### config.mk
export PLATFORM = sky130hd
export DESIGN_NAME = dsp_alu
export DESIGN_NICKNAME = d
export VERILOG_FILES = /design/src/hw/rtl/dsp_pkg.sv /design/src/hw/rtl/dsp_alu.sv
export SDC_FILE = /design/constraint.sdc
export NUM_CORES = 2
export LEC_CHECK = 0
export BUFFER_PORTS_ARGS = -buffer_cell sky130_fd_sc_hd__buf_2
export CAP_MARGIN = 30
export CORE_MARGIN = 2
export CORE_UTILIZATION = 60
export DETAILED_ROUTE_END_ITERATION = 8
export PLACE_DENSITY = 0.86
export REMOVE_ABC_BUFFERS = 1
export SYNTH_ARGS = -nofsm -noshare
export SYNTH_HDL_FRONTEND = slang
export SYNTH_SLANG_ARGS = --single-unit
### constraint.sdc
create_clock -name vclk -period 16.3
set_clock_uncertainty 0.15 [all_clocks]
set_input_delay 3.26 -clock vclk [all_inputs]
set_output_delay 3.26 -clock vclk [all_outputs]
set_load 0.05 [all_outputs]
### src/hw/rtl/dsp_pkg.sv
//------------------------------------------------------------------------------
// dsp_pkg
// Shared types and constants for the dual-stack processor core.
//------------------------------------------------------------------------------
`default_nettype none

package dsp_pkg;

  localparam int IMAGE_WORDS      = 8192;
  localparam int IMG_AW           = 13;
  localparam int PC_W             = 14;
  localparam int DATA_DEPTH_DEF   = 128;
  localparam int RETURN_DEPTH_DEF = 1024;
  localparam int PORT_COUNT_DEF   = 16;

  localparam int PORT_STATUS = 0;
  localparam int PORT_KEY    = 1;
  localparam int PORT_CHAR   = 2;
  localparam int PORT_SAVE   = 4;
  localparam int PORT_QUERY  = 5;

  localparam logic [31:0] QRY_IMAGE_SIZE = 32'hFFFF_FFFF;
  localparam logic [31:0] QRY_ZERO_A     = 32'hFFFF_FFFE;
  localparam logic [31:0] QRY_ZERO_B     = 32'hFFFF_FFFD;
  localparam logic [31:0] QRY_ZERO_C     = 32'hFFFF_FFFC;
  localparam logic [31:0] QRY_DATA_PTR   = 32'hFFFF_FFFB;
  localparam logic [31:0] QRY_RET_PTR    = 32'hFFFF_FFFA;

  typedef enum logic [2:0] {
    CMD_STEP    = 3'd0,
    CMD_IMG_WR  = 3'd1,
    CMD_IMG_RD  = 3'd2,
    CMD_PORT_WR = 3'd3,
    CMD_PORT_RD = 3'd4
  } cmd_t;

  typedef enum logic [1:0] {
    STAT_OK      = 2'd0,
    STAT_ILLEGAL = 2'd1,
    STAT_DIV0    = 2'd2,
    STAT_HALT    = 2'd3
  } status_t;

  typedef enum logic [4:0] {
    OP_NOP, OP_LIT, OP_DUP, OP_DROP, OP_SWAP, OP_PUSH, OP_POP, OP_CALL,
    OP_JUMP, OP_RETURN, OP_GT_JUMP, OP_LT_JUMP, OP_NE_JUMP, OP_EQ_JUMP,
    OP_FETCH, OP_STORE, OP_ADD, OP_SUB, OP_MUL, OP_DIVMOD, OP_AND, OP_OR,
    OP_XOR, OP_SHL, OP_SHR, OP_ZERO_EXIT, OP_INC, OP_DEC, OP_IN, OP_OUT,
    OP_WAIT
  } op_t;

  typedef enum logic [2:0] {
    ALU_ADD, ALU_SUB, ALU_MUL, ALU_AND, ALU_OR, ALU_XOR, ALU_SHL, ALU_SHR
  } alu_op_t;

  typedef enum logic [2:0] {
    S_CLEAR, S_IDLE, S_CMD, S_RDW, S_DEC, S_EXEC, S_DIV
  } seq_t;

  typedef struct packed {
    logic [2:0]        command;
    logic [IMG_AW-1:0] address;
    logic signed [31:0] data;
  } req_t;

  typedef struct packed {
    logic [PC_W-1:0]    pc;
    logic signed [31:0] top;
    logic signed [31:0] read_data;
    logic               char_valid;
    logic signed [31:0] char_out;
    logic               wait_request;
    logic [1:0]         status;
  } rsp_t;

endpackage

`default_nettype wire

### src/hw/rtl/dsp_alu.sv
//------------------------------------------------------------------------------
// dsp_alu
// Shared arithmetic, logic, shift and compare unit.
//------------------------------------------------------------------------------
`default_nettype none

module dsp_alu (
  input  dsp_pkg::alu_op_t op,
  input  logic [31:0]      a,
  input  logic [31:0]      b,
  output logic [31:0]      y,
  output logic             gt,
  output logic             lt,
  output logic             eq
);

  logic [63:0] prod;

  assign prod = a * b;
  assign gt   = $signed(a) > $signed(b);
  assign lt   = $signed(a) < $signed(b);
  assign eq   = a == b;

  always_comb begin
    unique case (op)
      dsp_pkg::ALU_ADD: y = a + b;
      dsp_pkg::ALU_SUB: y = a - b;
      dsp_pkg::ALU_MUL: y = prod[31:0];
      dsp_pkg::ALU_AND: y = a & b;
      dsp_pkg::ALU_OR:  y = a | b;
      dsp_pkg::ALU_XOR: y = a ^ b;
      dsp_pkg::ALU_SHL: y = a << b[4:0];
      dsp_pkg::ALU_SHR: y = $unsigned($signed(a) >>> b[4:0]);
    endcase
  end

endmodule

`default_nettype wire

* Word level (Yosys, flattened, before mapping)
Index checks and enable logic that the tools add are counted. W data, S select, Z words.
Word-level totals: word-level logic and storage cells 20, flip-flop bits (word level) 0, bits of input ports 67
Cells by class: add/sub/neg operators 2, muxes and demuxes 1, reduce and logical (&&, ||, !) cells 1, $mul 1, equality and inequality tests 8, shift-type cells 2, $lt $le $gt $ge 2, bitwise gates (word level) 3
Operators with widths (number):
- $pmux W32 S8 | 1
- $add A32 B32 Y32 | 1
- $and A32 B32 Y32 | 1
- $eq A32 B32 Y1 | 1
- $gt A32 B32 Y1 | 1
- $lt A32 B32 Y1 | 1
- $mul A32 B32 Y32 | 1
- $or A32 B32 Y32 | 1
- $shl A32 B5 Y32 | 1
- $sshr A32 B5 Y32 | 1
- $sub A32 B32 Y32 | 1
- $xor A32 B32 Y32 | 1
- $eq A3 B3 Y1 const B | 4
- $eq A3 B2 Y1 const B | 2
- $eq A3 B1 Y1 const B | 1
- $logic_not A3 Y1 | 1

* Logic depth before layout (Yosys ltp)
depth in word-level cells 2, gate-level depth with buffers 32

* Worst setup path before layout
No wires, ideal clock.
path type input-to-output, from input b[2], to output y[27], buffers on the path 5, cell stages on the path 29, setup slack 0.496 ns, arrival 12.394 ns, data required time 12.890 ns, cell sequence inv_2 > buf_2 > buf_2 > buf_1 > clkbuf_1 > buf_1 > nor2_1 > fa_1 > inv_1 > fa_1 > fa_1 > fa_1 > inv_1 > fa_1 > inv_1 > fa_1 > inv_1 > fa_1 > fa_1 > ha_1 > nand4_1 > or3_1 > a2111o_1 > a21oi_1 > mux2_2 > o21ai_0 > nand2b_1 > a21oi_1 > a211oi_1
Between the ends: word-level cells in the longest chain between the ends 2, elaborated cells on any way between the ends 6, classes of those cells add/sub (2); mul (1); shift (2); mux (1)
Ends and longest elaborated chain:
- start: declaration | line dsp_alu.sv:10 | input logic [31:0] b,
- $mul A32 B32 Y32, or another cell as far along | line dsp_alu.sv:19 | assign prod = a * b;
- $pmux W32 S8 * | line dsp_alu.sv:25 | unique case (op)
- end: declaration | line dsp_alu.sv:11 | output logic [31:0] y,
Mark *: on every way between the ends. The rest lies on a longest branch, timed or not.

* Final worst setup path
from input b[4], to output y[27]
The elaborated chain is that of the path after synthesis.

==> metrics.md <==
| Metric | Value |
|---|---|
| CP bufs+invs | 8 |
| Synth area leaders | fa_1 (35%), ha_1 (12%), nor2_1 (8.1%) |
| Mux contribution to synthesized area | 7.80% |
| Crit end category | primary output |
| Remaining antenna violation count | 0 |
| Post-Synth Adder-Cell Area | 46.6% |
| Fin Setup TNS | 0 ns |
| Unrepaired setup endpoints after global routing | false |
| Final wirelength | between 100000 and 150000 um |
| Std-Cell Rows | 72 |
| CP max stage cell | clkinv_1 |
| Post-cts resize count | 0 |
| Detailed placer's ending HPWL | 81300 um |
| Gr ovfl total | 0 |
| Worst Tran Pin Value | 1.10 ns |
| Starting Density | 60.8% |
| Most Frequent Cell on Critical Path | fa_1 |
| Crit path required time | 12.89 ns |
| IO Count | 102 |
| Via count | 24000 |
| Gr usage total | 52.9% |
| CORE AREA | 0.0386 mm2 |
| Final setup viols | 0 |
| Delay-heaviest family, CP | adder cells |
| WP data arrival | 12.04 ns |
| Upper clock frequency limit | between 60 and 70 MHz |
| First-pass GRT wire length | about 160000 um |
| Mean Syn Cell Area | 7.89 um2 |
| Max-Cap Viols | 0 |
| Final Critical Period | 15.45 ns |
| Worst hold path type | in -> out |
| Simple-gate share of the synthesized area | 16.7% |
| Die width | 202 um |
| Netlist cell types | approximately 80 |
| Hold buffers post-CTS | 0 |
| Xor/xnor cell area share of the yosys netlist | 3.50% |
| Number of global-route vias before repair | 24700 |
| Compound-Gate Fraction of Synth Area | 14.4% |
| Synthesized cell area | 0.0235 mm2 |
| Fin. Hold Viols | 0 |
| Gpl congestion | ~1.1 |
| Largest family of logic cells by synthesized area | adder cells |
| Die ar. | about 0.041 mm2 |
| Layout Cells excl Fill | 3471 |
| DR pass1 iterations | 6 |
| DRC viols | 0 |
| Yosys synthesis warning count | 0 |
| Die Ht | 202 um |
| Number of sequential cells | 0 |
| Vias per std cell | 6.91 |
| Tcrit/Tclk final | approximately 95% |
| Most frequent cell after synthesis | nor2_1 |
| Setup CP Type | in -> out |
| Register area share after synthesis | 0% |
| Max stage delay on crit path | ~0.77 ns |
| Reg area | 0 um2 |
| Commonest cells post-synth | nor2_1 (508), inv_1 (466), fa_1 (410), nand2_1 (298), ha_1 (220) |
| Iteration-0 DRC Markers | roughly 3300 |
| Synth top area share | 34.9% |
| Status | completed |
| Placed Cells | between 3000 and 4000 |
| CP startpoint kind | primary input |
| Port-buffer cells | 102 |
| Initial antenna violation count | 8 |
| Slew margin rel. | 26.8% |
| Crit-path max FO | 12 |
| Largest net degree at the start of global routing | 54 |
| Synth area leader | fa_1 |
| Syn Inst Count | 2979 |
| Nets | roughly 3700 |
| WL per Instance | approximately 31 um |
| Max-slew violation count | 0 |
| Setup Fix Bufs, Post-CTS | 0 |
| # clk buffers | 0 |
| Share of layout cells above drive strength 1 | 8.64% |
| Synthesis-to-layout area growth | 3.79% |
[per-stage QoR]
| step | instance area, um2 | setup WS (ns) | hold WS, ns | utilization, % |
|---|---|---|---|---|
| final | 24400 | 0.854 | 7.20 | 63.2 |
| after detailed placement | 24400 | 1.10 | 7.15 | 63.1 |
| after global placement | 24400 | 1.10 | 7.14 | 63.1 |
| after global routing | 24400 | 0.716 | 7.21 | 63.1 |
| after floorplan | 22700 | 1.20 | 6.78 | - |
| after CTS | 24400 | 1.06 | 7.16 | 63.1 |
[area by class of cell]
class | instances | area, um2
timing repair buffer | 166 | 996
antenna | 1 | 2.50
fill | 3418 | 14200
multi-input combinational | 2302 | 20900
inverter | 484 | 1820
tap | 518 | 648
[layer usage]
metal  track usage, %  part of all wire [%]
met1             64.3                    33
met2             75.4                    41
met3             21.1                    16
met4             40.0                   9.7
met5                0                 0.079
[path summary, 6_finish.rpt]
| path | startpoint | to | slack, ns | cells after the start |
|---|---|---|---|---|
| max | b[4] | y[27] | 0.85 | 27 |
| min | b[31] | lt | 7.20 | 6 |
[kinds of logic (layout without fill, tap and decap cells)]
| family | count (synthesis) | count (layout) |
|---|---|---|
| simple gates | 955 | 955 |
| buf+inv | 677 | 650 |
| fa+ha+maj | 630 | 630 |
| compound gates | 507 | 507 |
| mux | 116 | 116 |
| xor+xnor | 94 | 94 |
| other cells | 0 | 1 |
[placed cells by master, fill, tap and decap left out, types with 26 or more instances in the layout]
cell type | synthesis | layout
ha_1 | 220 | 220
mux4_2 | 53 | 53
buf_2 | 22 | 100
mux2i_1 | 55 | 55
a21o_1 | 26 | 26
a21oi_1 | 147 | 146
inv_1 | 466 | 465
xnor2_1 | 73 | 73
o21ai_0 | 80 | 80
a221oi_1 | 45 | 45
nor2_1 | 508 | 507
nand2_1 | 298 | 298
buf_4 | 4 | 66
nor3_1 | 45 | 44
fa_1 | 410 | 410
Power is not shown: default switching activity piles up to over one toggle a cycle in this logic, so the estimate is an artifact.
