$ cat config.mk
export PLATFORM = sky130hd
export DESIGN_NAME = dsp_div
export DESIGN_NICKNAME = d
export VERILOG_FILES = /design/src/hw/rtl/dsp_div.sv
export SDC_FILE = /design/constraint.sdc
export NUM_CORES = 1
export LEC_CHECK = 0
export BUFFER_PORTS_ARGS = -buffer_cell sky130_fd_sc_hd__buf_2
export CORE_UTILIZATION = 40
export DETAILED_ROUTE_END_ITERATION = 10
export PLACE_DENSITY = 0.68
export SLEW_MARGIN = 0
export SYNTH_ARGS = -nofsm -noshare
export SYNTH_HDL_FRONTEND = slang
export SYNTH_SLANG_ARGS = --single-unit
$ cat constraint.sdc
create_clock -name clk -period 8.1 [get_ports clk]
set_input_delay 1.215 -clock clk [delete_from_list [all_inputs] [get_ports clk]]
set_output_delay 1.215 -clock clk [all_outputs]
set_load 0.1 [all_outputs]
$ cat src/hw/rtl/dsp_div.sv
//------------------------------------------------------------------------------
// dsp_div
// Signed restoring divider, one quotient bit per cycle, truncating.
//------------------------------------------------------------------------------
`default_nettype none

module dsp_div (
  input  logic        clk,
  input  logic        rst,
  input  logic        start,
  input  logic [31:0] a,
  input  logic [31:0] b,
  output logic        done,
  output logic [31:0] quot,
  output logic [31:0] rem
);

  logic        run;
  logic [5:0]  cnt;
  logic [31:0] acc;
  logic [31:0] quo;
  logic [31:0] dvs;
  logic        neg_q;
  logic        neg_r;
  logic [31:0] a_mag;
  logic [31:0] b_mag;
  logic [32:0] trial;

  assign a_mag = a[31] ? (~a + 32'd1) : a;
  assign b_mag = b[31] ? (~b + 32'd1) : b;
  assign trial = {acc, quo[31]} - {1'b0, dvs};
  assign quot  = neg_q ? (~quo + 32'd1) : quo;
  assign rem   = neg_r ? (~acc + 32'd1) : acc;

  always_ff @(posedge clk) begin
    if (rst) begin
      run  <= 1'b0;
      cnt  <= '0;
      done <= 1'b0;
    end else begin
      done <= 1'b0;
      if (start) begin
        run <= 1'b1;
        cnt <= 6'd32;
      end else if (run) begin
        cnt <= cnt - 6'd1;
        if (cnt == 6'd1) begin
          run  <= 1'b0;
          done <= 1'b1;
        end
      end
    end
  end

  always_ff @(posedge clk) begin
    if (start) begin
      acc   <= '0;
      quo   <= a_mag;
      dvs   <= b_mag;
      neg_q <= a[31] ^ b[31];
      neg_r <= a[31];
    end else if (run) begin
      if (!trial[32]) begin
        acc <= trial[31:0];
        quo <= {quo[30:0], 1'b1};
      end else begin
        acc <= {acc[30:0], quo[31]};
        quo <= {quo[30:0], 1'b0};
      end
    end
  end

endmodule

`default_nettype wire

======== Word-level counts from Yosys, hierarchy flattened ========
Cells that the tools add are included.
word-level totals
  register bits after elaboration ......... 106
  input bits .............................. 67
  word-level logic and storage cells ...... 40
cells by class
  add/sub/neg operators ................... 6
  eq/ne operators ......................... 1
  mux-type cells .......................... 14
  bitwise operators ....................... 6
  reductions and logical operators ........ 3
operators by type and width
  cell                   number
  $mux 32                6
  $add 32x1->32 const B  4
  $not 32->32            4
  $sub 33x32->33         1
  $mux 31                1
  $mux 6                 2
  $eq 6x1->1 const B     1
  $sub 6x1->6 const B    1
  $mux 1                 5
  $reduce_or 3->1        1
  $reduce_bool 2->1      1
  $reduce_or 2->1        1
  $not 1->1              1
  $xor 1x1->1            1

======== Depth between registers and ports, before layout ========
Gate-level depths: netlist (run 1).
  depth after elaboration ................. 4
  mapped depth ............................ 13
  gate-level depth less buffers ........... 11

======== Worst setup path before layout (run 1) ========
Ideal clock, no wire load.
  path kind ............................... reg2out
  start ................................... reg acc[14]
  end ..................................... out rem[31]
  arrival time ............................ 3531 ps
  data required time ...................... 6885 ps
  setup slack ............................. 3354 ps
  cell stages (with the launch flop) ...... 6
  path through ............................ dfxtp_1 or4_1 or4_1 o41ai_2 nand2_1 xnor2_1
on the way
  word-level cells in the longest chain between the ends .. 3
RTL lines
  what                    line  source
  from (decl)             20    logic [31:0] acc;
  from (signal assigned)  64    acc <= trial[31:0];
  from (signal assigned)  67    acc <= {acc[30:0], quo[31]};
  $not 32->32             33    assign rem = neg_r ? (~acc + 32'd1) : acc;
  $add 32x1->32           33
  $mux 32                 33
  to (decl)               15    output logic [31:0] rem
No other way between the ends.

======== Worst setup path in the final report (run 1) ========
  start ................................... reg quo[9]
  end ..................................... out quot[27]
on the way
  word-level cells in the longest chain between the ends .. 3
RTL lines
  what                    line  source
  from (decl)             21    logic [31:0] quo;
  from (signal assigned)  58    quo <= a_mag;
  from (signal assigned)  65    quo <= {quo[30:0], 1'b1};
  from (signal assigned)  68    quo <= {quo[30:0], 1'b0};
  $not 32->32             32    assign quot = neg_q ? (~quo + 32'd1) : quo;
  $add 32x1->32           32
  $mux 32                 32
  to (decl)               14    output logic [31:0] quot,
No other way between the ends.

==> impl_metrics.ini, run 1 <==
[synthesis]
postSynthCellCount = 1033
synth_area_per_cell_um2 = 8.44
synth_nets = 1139
synth_edf_count = 66
synth_area_um2 = 8710
async_flop_share_pct = 0
yosysWarnings = 0
synth_seq_cells = 106
ys.flop_type = edfxtp_1
seq_area_frac_synth_pct = 31.9
synth.top_cells.by_count = xnor2_1, nor2_1, nand2_1
netlist.area_leader.share_pct = 22.7
yosysMostFrequentCell = xnor2_1
synthTopCellsByArea = edfxtp_1, xnor2_1, dfxtp_1
synth_top_area_cell = edfxtp_1
netlist-cell-type-count = 68

[cts]
clock_latency_ps = 360
cts_max_level = 3
postCtsSetupBuffers = 0
cts_hold_buf = 0
root_buffer = clkbuf_16
cts_made_buffers = 9
cts_tree = yes
cts_resized = 0
clkSinkCount = 106
clockBufferDepth = 2
cts.clk_slew.worst_paths_ps = 70

[global_routing]
grt_pass1_wl_mm = 37.3
globalRouteMet2Util_pct = 35.3
grtUsageTotal_pct = 20.9
grt_util_met1_pct = 27.5
gr-usage-met3_pct = 2.16
grt_pass1_vias = 7437
busiest_layer = met2
overflow = 0
antenna_found_initial = 0
grt_max_degree = 94

[min_path]
min_from = cnt[0]$_SDFFE_PP0P_
hold_path_depth = 2
min_to = cnt[0]$_SDFFE_PP0P_
hold_class = register to register

[route]
vias_per_cell = 5.74
drc = 0
ant_nets = 0
drt-total-wl_mm = 23.3
via_count = 8058
detail_route.wl_per_cell_um = 16.6
first_iter_violations = 522
dr.pass1.iters = 5

[timing]
fmax_mhz = 209
fin_crit_ps = 4780
hold-worst-slack_ps = 490
period_share_pct = 59.0
hold_viol = 0
slew_headroom_pct = 20.7
fin_worst_skew_ps = 8.69
tightest_slew_ps = 1190
fin_tns_setup_ps = 0
rsz0062_at_grt = no
drv_slew = 0
setup_viol = 0

[critical_path]
crit_top_cell = or2_1
cp.required_ps = 6880
r2r_slack_ps = 4620
cpLargestDelayFamily = simple AND/OR/NAND/NOR gates
cp.buffers_inverters = 1
cp_slowest_cell = or4_1
end_kind = output port
rr_worst_depth = 10
cp.arrival_ps = 3570
crit_type = register to output port
worstReg2RegEnd = acc[11]$_SDFFE_PP0P_
reg2reg_from = acc[16]$_SDFFE_PP0P_
crit_path_cell_trace = or4_1 > nor4_2 > nand3_1 > or2_1 > or3_1 > or2_1 > o41ai_2 > xnor2_1 > buf_2
cpPeakStageDelay_ps = 600
cp_max_fo = 4
worst_setup_path_start_kind = register

[die]
die_x_um = 150
die_y_um = 150
fp-row-count = 53
coreArea_um2 = 21200
io_pins = 132
dieArea_um2 = 22400
start_util_pct = 41.1

[layout]
nNetsFinal = 1231
layout-drive-gt1-share_pct = 15.8
final_util_pct = 46.5
area_growth_pct = 13.4
fin_area_um2 = 9880
diodes = 0

[pwr]
irDropWorstVdd_v = 0.000125
total_power_mw = 2.35
power_density_nw_per_um2 = 238
leakage_nw = 3.88

[placement]
gp_congestion = 0.905
dpl_cell_area_um2 = 9550
portBuffers = 131
place_hpwl_mm = 17.7

[run_status]
status = finished clean

[job]
maxCapViolCount = 0
## per-layer routing
layer	share of wire, %	routed length, µm
met5	0	0
met4	2.3	541
met3	5.7	1320
met2	46	10800
met1	46	10600
## kinds of logic after synthesis
logic type | Yosys count | synth area share (%)
simple gates | 325 | 18.3
compound gates | 307 | 24.3
xor+xnor | 146 | 14.7
buf+inv | 108 | 4.82
flops | 106 | 31.9
fa+ha+maj | 39 | 5.69
mux | 2 | 0.244
## area by class of cell
| class | instances | area [µm²] |
|---|---|---|
| Inverter | 51 | 191 |
| Sequential cell | 106 | 2780 |
| Tap cell | 275 | 344 |
| Fill cell | 2094 | 11300 |
| Clock inverter | 6 | 81.3 |
| Multi-Input combinational cell | 819 | 5520 |
| Timing Repair Buffer | 138 | 711 |
| Clock buffer | 10 | 250 |
## registers in the layout, summed over array words and instances (netlist names)
register  count
acc          32
cnt           6
done          1
dvs          32
neg_q         1
neg_r         1
quo          32
run           1
## metrics by stage
| step | setup slack, ps | cells |
|---|---|---|
| CTS | 3280 | 1405 |
| floorplan | 3350 | 1033 |
| global placement | 3700 | 1389 |
| finish | 3320 | 1405 |
| global route | 3110 | 1405 |
| detailed placement | 3680 | 1389 |
## tightest hold or removal path, stage by stage (launching register included)
cell and delay, ps:
dfxtp_1 330, nand2_1 60, a21oi_1 60
## worst max-delay path by stage
| stage | startpoint | endpoint | slack, ps | cells after the start |
|---|---|---|---|---|
| after floorplan | acc[14]$_SDFFE_PP0P_ | rem[31] | 3350 | 5 |
| after global placement | quo[9]$_DFFE_PP_ | quot[27] | 3700 | 9 |
| after detailed placement | quo[9]$_DFFE_PP_ | quot[27] | 3680 | 9 |
| after CTS | quo[9]$_DFFE_PP_ | quot[27] | 3280 | 9 |
| after global routing | quo[9]$_DFFE_PP_ | quot[27] | 3110 | 9 |
| final | quo[9]$_DFFE_PP_ | quot[27] | 3320 | 9 |
## placed cells by master (no fill, tap or decap), types with 7 or more instances in the layout
cell type and n:
a211oi_1 12, a21o_1 18, a21oi_1 64, a311oi_1 23, buf_2 130, buf_4 8, clkbuf_16 10, dfxtp_1 39
edfxtp_1 66, ha_1 38, inv_1 51, nand2_1 81, nand2b_1 7, nand3_1 38, nand4_1 7, nor2_1 90
nor3_1 25, nor4_1 13, o21a_1 13, o21ai_0 74, o31ai_1 27, o41ai_1 20, or3_1 13, or4_1 18
xnor2_1 98, xor2_1 48
## power by group
group          internal (mW)  total, mW  switching, mW
clock                  0.265      0.483          0.219
combinational          0.279       1.16          0.880
sequential             0.637      0.706         0.0691
total                   1.18       2.35           1.17
(Power assumes the default switching activity.)
==> inputs of run 2 (changes only) <==
==> constraint.sdc (replaced) <==
create_clock -name clk -period 4.7 [get_ports clk]
set_input_delay 0.705 -clock clk [delete_from_list [all_inputs] [get_ports clk]]
set_output_delay 0.705 -clock clk [all_outputs]
set_load 0.1 [all_outputs]
==> run 2 against run 1 <==
Effect of this change: global-route usage fell by 0.38 points; register-to-register slack got worse by 3500 ps; critical path depth did not move; critical endpoint unchanged; hold slack improved by 5.0 ps; routed wire length fell by 0.85%; largest power group unchanged; sequential share of layout area rose by 0.13 points; sequential cell count did not move.
==> impl_metrics.ini, run 2 (synthesized netlist as in run 1, its figures left out) <==
[global_routing]
grt_pass1_wl_mm = 36.4
grt_max_degree = 79
overflow = 0
grt_pass1_vias = 7260
grtUsageTotal_pct = 20.6
antenna_found_initial = 0

[route]
dr.max_layer_used = met4
wl_met3_mm = 1.23
first_iter_violations = 503
dr_wl_met2_mm = 10.6
vias_per_cell = 5.62
dr.pass1.iters = 5
via_count = 7905
met1_length_mm = 10.7
detail_route.wl_per_cell_um = 16.4
ant_nets = 0
drt-total-wl_mm = 23.1
drc = 0

[critical_path]
cp_slowest_cell = or4_1
cpPeakStageDelay_ps = 610
cp.required_ps = 3990
worstReg2RegEnd = acc[21]$_SDFFE_PP0P_
endpoint = quot[27]
crit_top_cell = or2_1
reg2reg_from = acc[16]$_SDFFE_PP0P_
end_kind = output port
cp_max_fo = 4
crit_cells = 9
worst_setup_path_start_kind = register
crit_type = register to output port
cpLargestDelayFamily = simple AND/OR/NAND/NOR gates
crit_path_cell_trace = or4_1 > nor4_2 > nand3_1 > or2_1 > or3_1 > or2_1 > o41ai_2 > xnor2_1 > buf_2
startpoint = quo[9]$_DFFE_PP_
cp.arrival_ps = 3620
rr_worst_depth = 10
cp.buffers_inverters = 1
r2r_slack_ps = 1150

[timing]
fmax_mhz = 231
hold_viol = 0
setup_ws_ps = 374
rsz0062_at_grt = no
fin_worst_skew_ps = 7.13
hold-worst-slack_ps = 495
drv_slew = 0
fin_tns_setup_ps = 0
period_share_pct = 92.0
slew_headroom_pct = 34.7
setup_viol = 0
tightest_slew_ps = 979
fin_crit_ps = 4330

[pwr]
irDropWorstVdd_v = 0.000248
leakage_nw = 3.86
power_density_nw_per_um2 = 401
total_power_mw = 3.95

[die]
fp-row-count = 53
coreArea_um2 = 21200
dieArea_um2 = 22400
start_util_pct = 41.1
die_x_um = 150
io_pins = 132
die_y_um = 150

[cts]
clockBufferDepth = 2
clock_latency_ps = 360
clkSinkCount = 106
cts_max_level = 3
cts_tree = yes
cts_made_buffers = 9
postCtsSetupBuffers = 0
cts_resized = 0
cts_hold_buf = 0
root_buffer = clkbuf_16
cts.clk_slew.worst_paths_ps = 80

[layout]
mostFrequentLayoutCells = buf_2, xnor2_1, nor2_1, nand2_1, o21ai_0
reg.largest.list = acc (32), dvs (32), quo (32)
nNetsFinal = 1232
num-fill-cells = 2112
layout-drive-gt1-share_pct = 15.8
diodes = 0
final_common_cell = buf_2
area_growth_pct = 12.9

[placement]
portBuffers = 131
gp_congestion = 0.894
dp_slack_ps = 765
place_hpwl_mm = 17.7

[job]
maxCapViolCount = 0

[run_status]
status = finished clean

[min_path]
hold_class = register to register
run 2: changes by cell type in the layout (fill, tap and decap cells not counted):
cell        change
clkinv_8        -1
clkbuf_1        +1
bufinv_16       -1
clkbuf_16       -1
clkinv_4        +2
inv_6           -1
clkinvlp_4      +1
buf_4           +1
run 2: layer usage:
metal | GRT usage (%) | vias up
met3 | 2.53 | 25
met2 | 34.3 | 222
met1 | 27.2 | 3664
met4 | 7.30 | 0
li1 | - | 3994
met5 | 0 | -
run 2: cell type report:
type / instances / area (µm²) / area share [%]
well taps: 275 / 344 / 3.50
inverters: 51 / 191 / 1.95
clock inverters: 6 / 51.3 / 0.522
clock buffers: 10 / 229 / 2.33
flip-flops and latches: 106 / 2780 / 28.3
repair buffers: 139 / 718 / 7.30
multi-input cells: 819 / 5520 / 56.1
run 2: how the worst min path moves through the flow:
stage / slack, ps / startpoint / end / cells past startpoint
6_report: 500 / cnt[1]$_SDFFE_PP0P_ / cnt[1]$_SDFFE_PP0P_ / 2
5_1_grt: 520 / rst / run$_SDFF_PP0_ / 2
4_1_cts: 500 / cnt[1]$_SDFFE_PP0P_ / cnt[1]$_SDFFE_PP0P_ / 2
3_5_place_dp: 490 / cnt[1]$_SDFFE_PP0P_ / cnt[1]$_SDFFE_PP0P_ / 2
3_3_place_gp: 480 / cnt[0]$_SDFFE_PP0P_ / cnt[0]$_SDFFE_PP0P_ / 2
2_1_floorplan: 460 / cnt[0]$_SDFFE_PP0P_ / cnt[0]$_SDFFE_PP0P_ / 2
run 2: worst min-delay path, stage by stage, from the launching register on:
cell	delay [ps]
dfxtp_1	320
nor2_1	80
a211oi_1	50
run 2: stage by stage:
stage	util [%]	instance area, µm²	instances
after floorplan	-	8710	1033
after global placement	45.0	9550	1390
after detailed placement	45.0	9550	1390
after CTS	46.3	9830	1406
after global routing	46.3	9830	1406
final	46.3	9830	1406
run 2: power breakdown:
part           internal [mW]  switching (mW)
registers               1.10           0.122
logic                  0.482            1.51
clock network          0.366           0.370
total                   1.94            2.00
==> inputs of run 3 (changes only) <==
--- a/config.mk
+++ b/config.mk
@@ -9,6 +9,7 @@
 export CORE_UTILIZATION = 40
 export DETAILED_ROUTE_END_ITERATION = 10
 export PLACE_DENSITY = 0.68
+export REMOVE_ABC_BUFFERS = 1
 export SLEW_MARGIN = 0
 export SYNTH_ARGS = -nofsm -noshare
 export SYNTH_HDL_FRONTEND = slang
==> run 3 against run 2 <==
Effect of this change: routed wire length decreased by 6.5%; count of clock-buffer cells in the layout unchanged; combinational power about the same; critical path type unchanged.
==> impl_metrics.ini, run 3 (synthesized netlist as in run 1, its figures left out) <==
[run_status]
status = finished clean

[layout]
reg.largest.list = acc (32), dvs (32), quo (32)
layout-drive-gt1-share_pct = 16.0
nNetsFinal = 1235
register_area_um2 = 2780
multi_input_area_um2 = 5520
mostFrequentLayoutCells = buf_2, xnor2_1, nor2_1, nand2_1, o21ai_0
area_growth_pct = 13.2
final_common_cell = buf_2
final_cells = 1413
fin_area_um2 = 9860
num-fill-cells = 2136

[timing]
tightest_slew_ps = 917
hold_viol = 0
fin_worst_skew_ps = 7.26
fmax_mhz = 233
fin_crit_ps = 4290
rsz0062_at_grt = no
drv_slew = 0
fin_tns_setup_ps = 0
period_share_pct = 91.3
slew_headroom_pct = 38.8
setup_viol = 0

[cts]
cts_made_buffers = 9
root_buffer = clkbuf_16
postCtsSetupBuffers = 0
clock_latency_ps = 360
cts_tree = yes
cts_hold_buf = 0
cts_max_level = 3
cts.clk_slew.worst_paths_ps = 80
clkSinkCount = 106
clockBufferDepth = 2
cts_resized = 0

[route]
via_count = 7851
first_iter_violations = 392
ant_nets = 0
detail_route.wl_per_cell_um = 15.3
drt-total-wl_mm = 21.6
drc = 0
vias_per_cell = 5.56
dr.pass1.iters = 5

[critical_path]
end_kind = output port
startpoint = quo[9]$_DFFE_PP_
worstReg2RegEnd = acc[21]$_SDFFE_PP0P_
reg2reg_from = acc[16]$_SDFFE_PP0P_
r2r_slack_ps = 1200
crit_type = register to output port
rr_worst_depth = 10
cp_max_fo = 4
worst_setup_path_start_kind = register
cp.required_ps = 3990
cp.arrival_ps = 3590

[min_path]
min_from = cnt[0]$_SDFFE_PP0P_
hold_path_depth = 2
min_to = cnt[0]$_SDFFE_PP0P_
hold_class = register to register

[die]
start_util_pct = 41.1
die_x_um = 150
dieArea_um2 = 22400
io_pins = 132
coreArea_um2 = 21200
die_y_um = 150
fp-row-count = 53

[placement]
place_inst = 1393
place_hpwl_mm = 16.7
portBuffers = 131
dpl_cell_area_um2 = 9570
gp_congestion = 0.907

[global_routing]
antenna_found_initial = 7
grtUsageTotal_pct = 19.8
grt_pass1_wl_mm = 35.5
grt_pass1_vias = 7148
overflow = 0
grt_max_degree = 67

[pwr]
leakage_nw = 3.88
power_density_nw_per_um2 = 397
total_power_mw = 3.92
irDropWorstVdd_v = 0.000236

[job]
maxCapViolCount = 0
## run 3: cell count changes in the layout (fill, tap and decap cells not counted), sizes merged
cell      before  now
buf          139  142
clkinv         4    3
clkinvlp       1    0
diode          0    4
inv           52   54
## run 3: report_power, final
group	switching, mW	internal (mW)
Sequential	0.118	1.10
Combinational	1.49	0.484
Clock	0.365	0.369
Total	1.97	1.95
## run 3: how the worst max path moves through the flow
stage               slack [ps]        to
global route               230  quot[27]
floorplan                  350   rem[28]
CTS                        400  quot[27]
finish                     410  quot[27]
detailed placement         810  quot[27]
global placement           890  quot[27]
## run 3: worst max-delay path, stage by stage, from the launching register on
cell      delay [ps]
edfxtp_1         450
or4_1            600
nor4_2           200
nand3_1          160
or2_1            300
or3_1            390
or2_1            260
o41ai_2          240
xnor2_1          170
buf_2            450
## run 3: metal layers
layer | vias up | global-route usage [%] | part of all wire [%]
met2 | 227 | 30.2 | 43
li1 | 4023 | - | -
met5 | - | 0 | 0.13
met1 | 3575 | 27.5 | 47
met4 | 4 | 5.66 | 1.4
met3 | 22 | 4.79 | 7.9
## run 3: stage by stage
step | hold WS (ps) | setup WS (ps) | utilization, %
floorplan | 463 | 349 | -
global placement | 473 | 894 | 45.1
detailed placement | 478 | 810 | 45.1
CTS | 490 | 405 | 46.4
global route | 514 | 226 | 46.5
finish | 488 | 407 | 46.5
## run 3: layout make-up
cell class	instances	share of cell area [%]
multi-input cells	819	55.9
flip-flops and latches	106	28.2
repair buffers	142	7.51
well taps	275	3.49
clock buffers	10	2.32
inverters	51	1.94
clock inverters	6	0.520
diodes	4	0.101
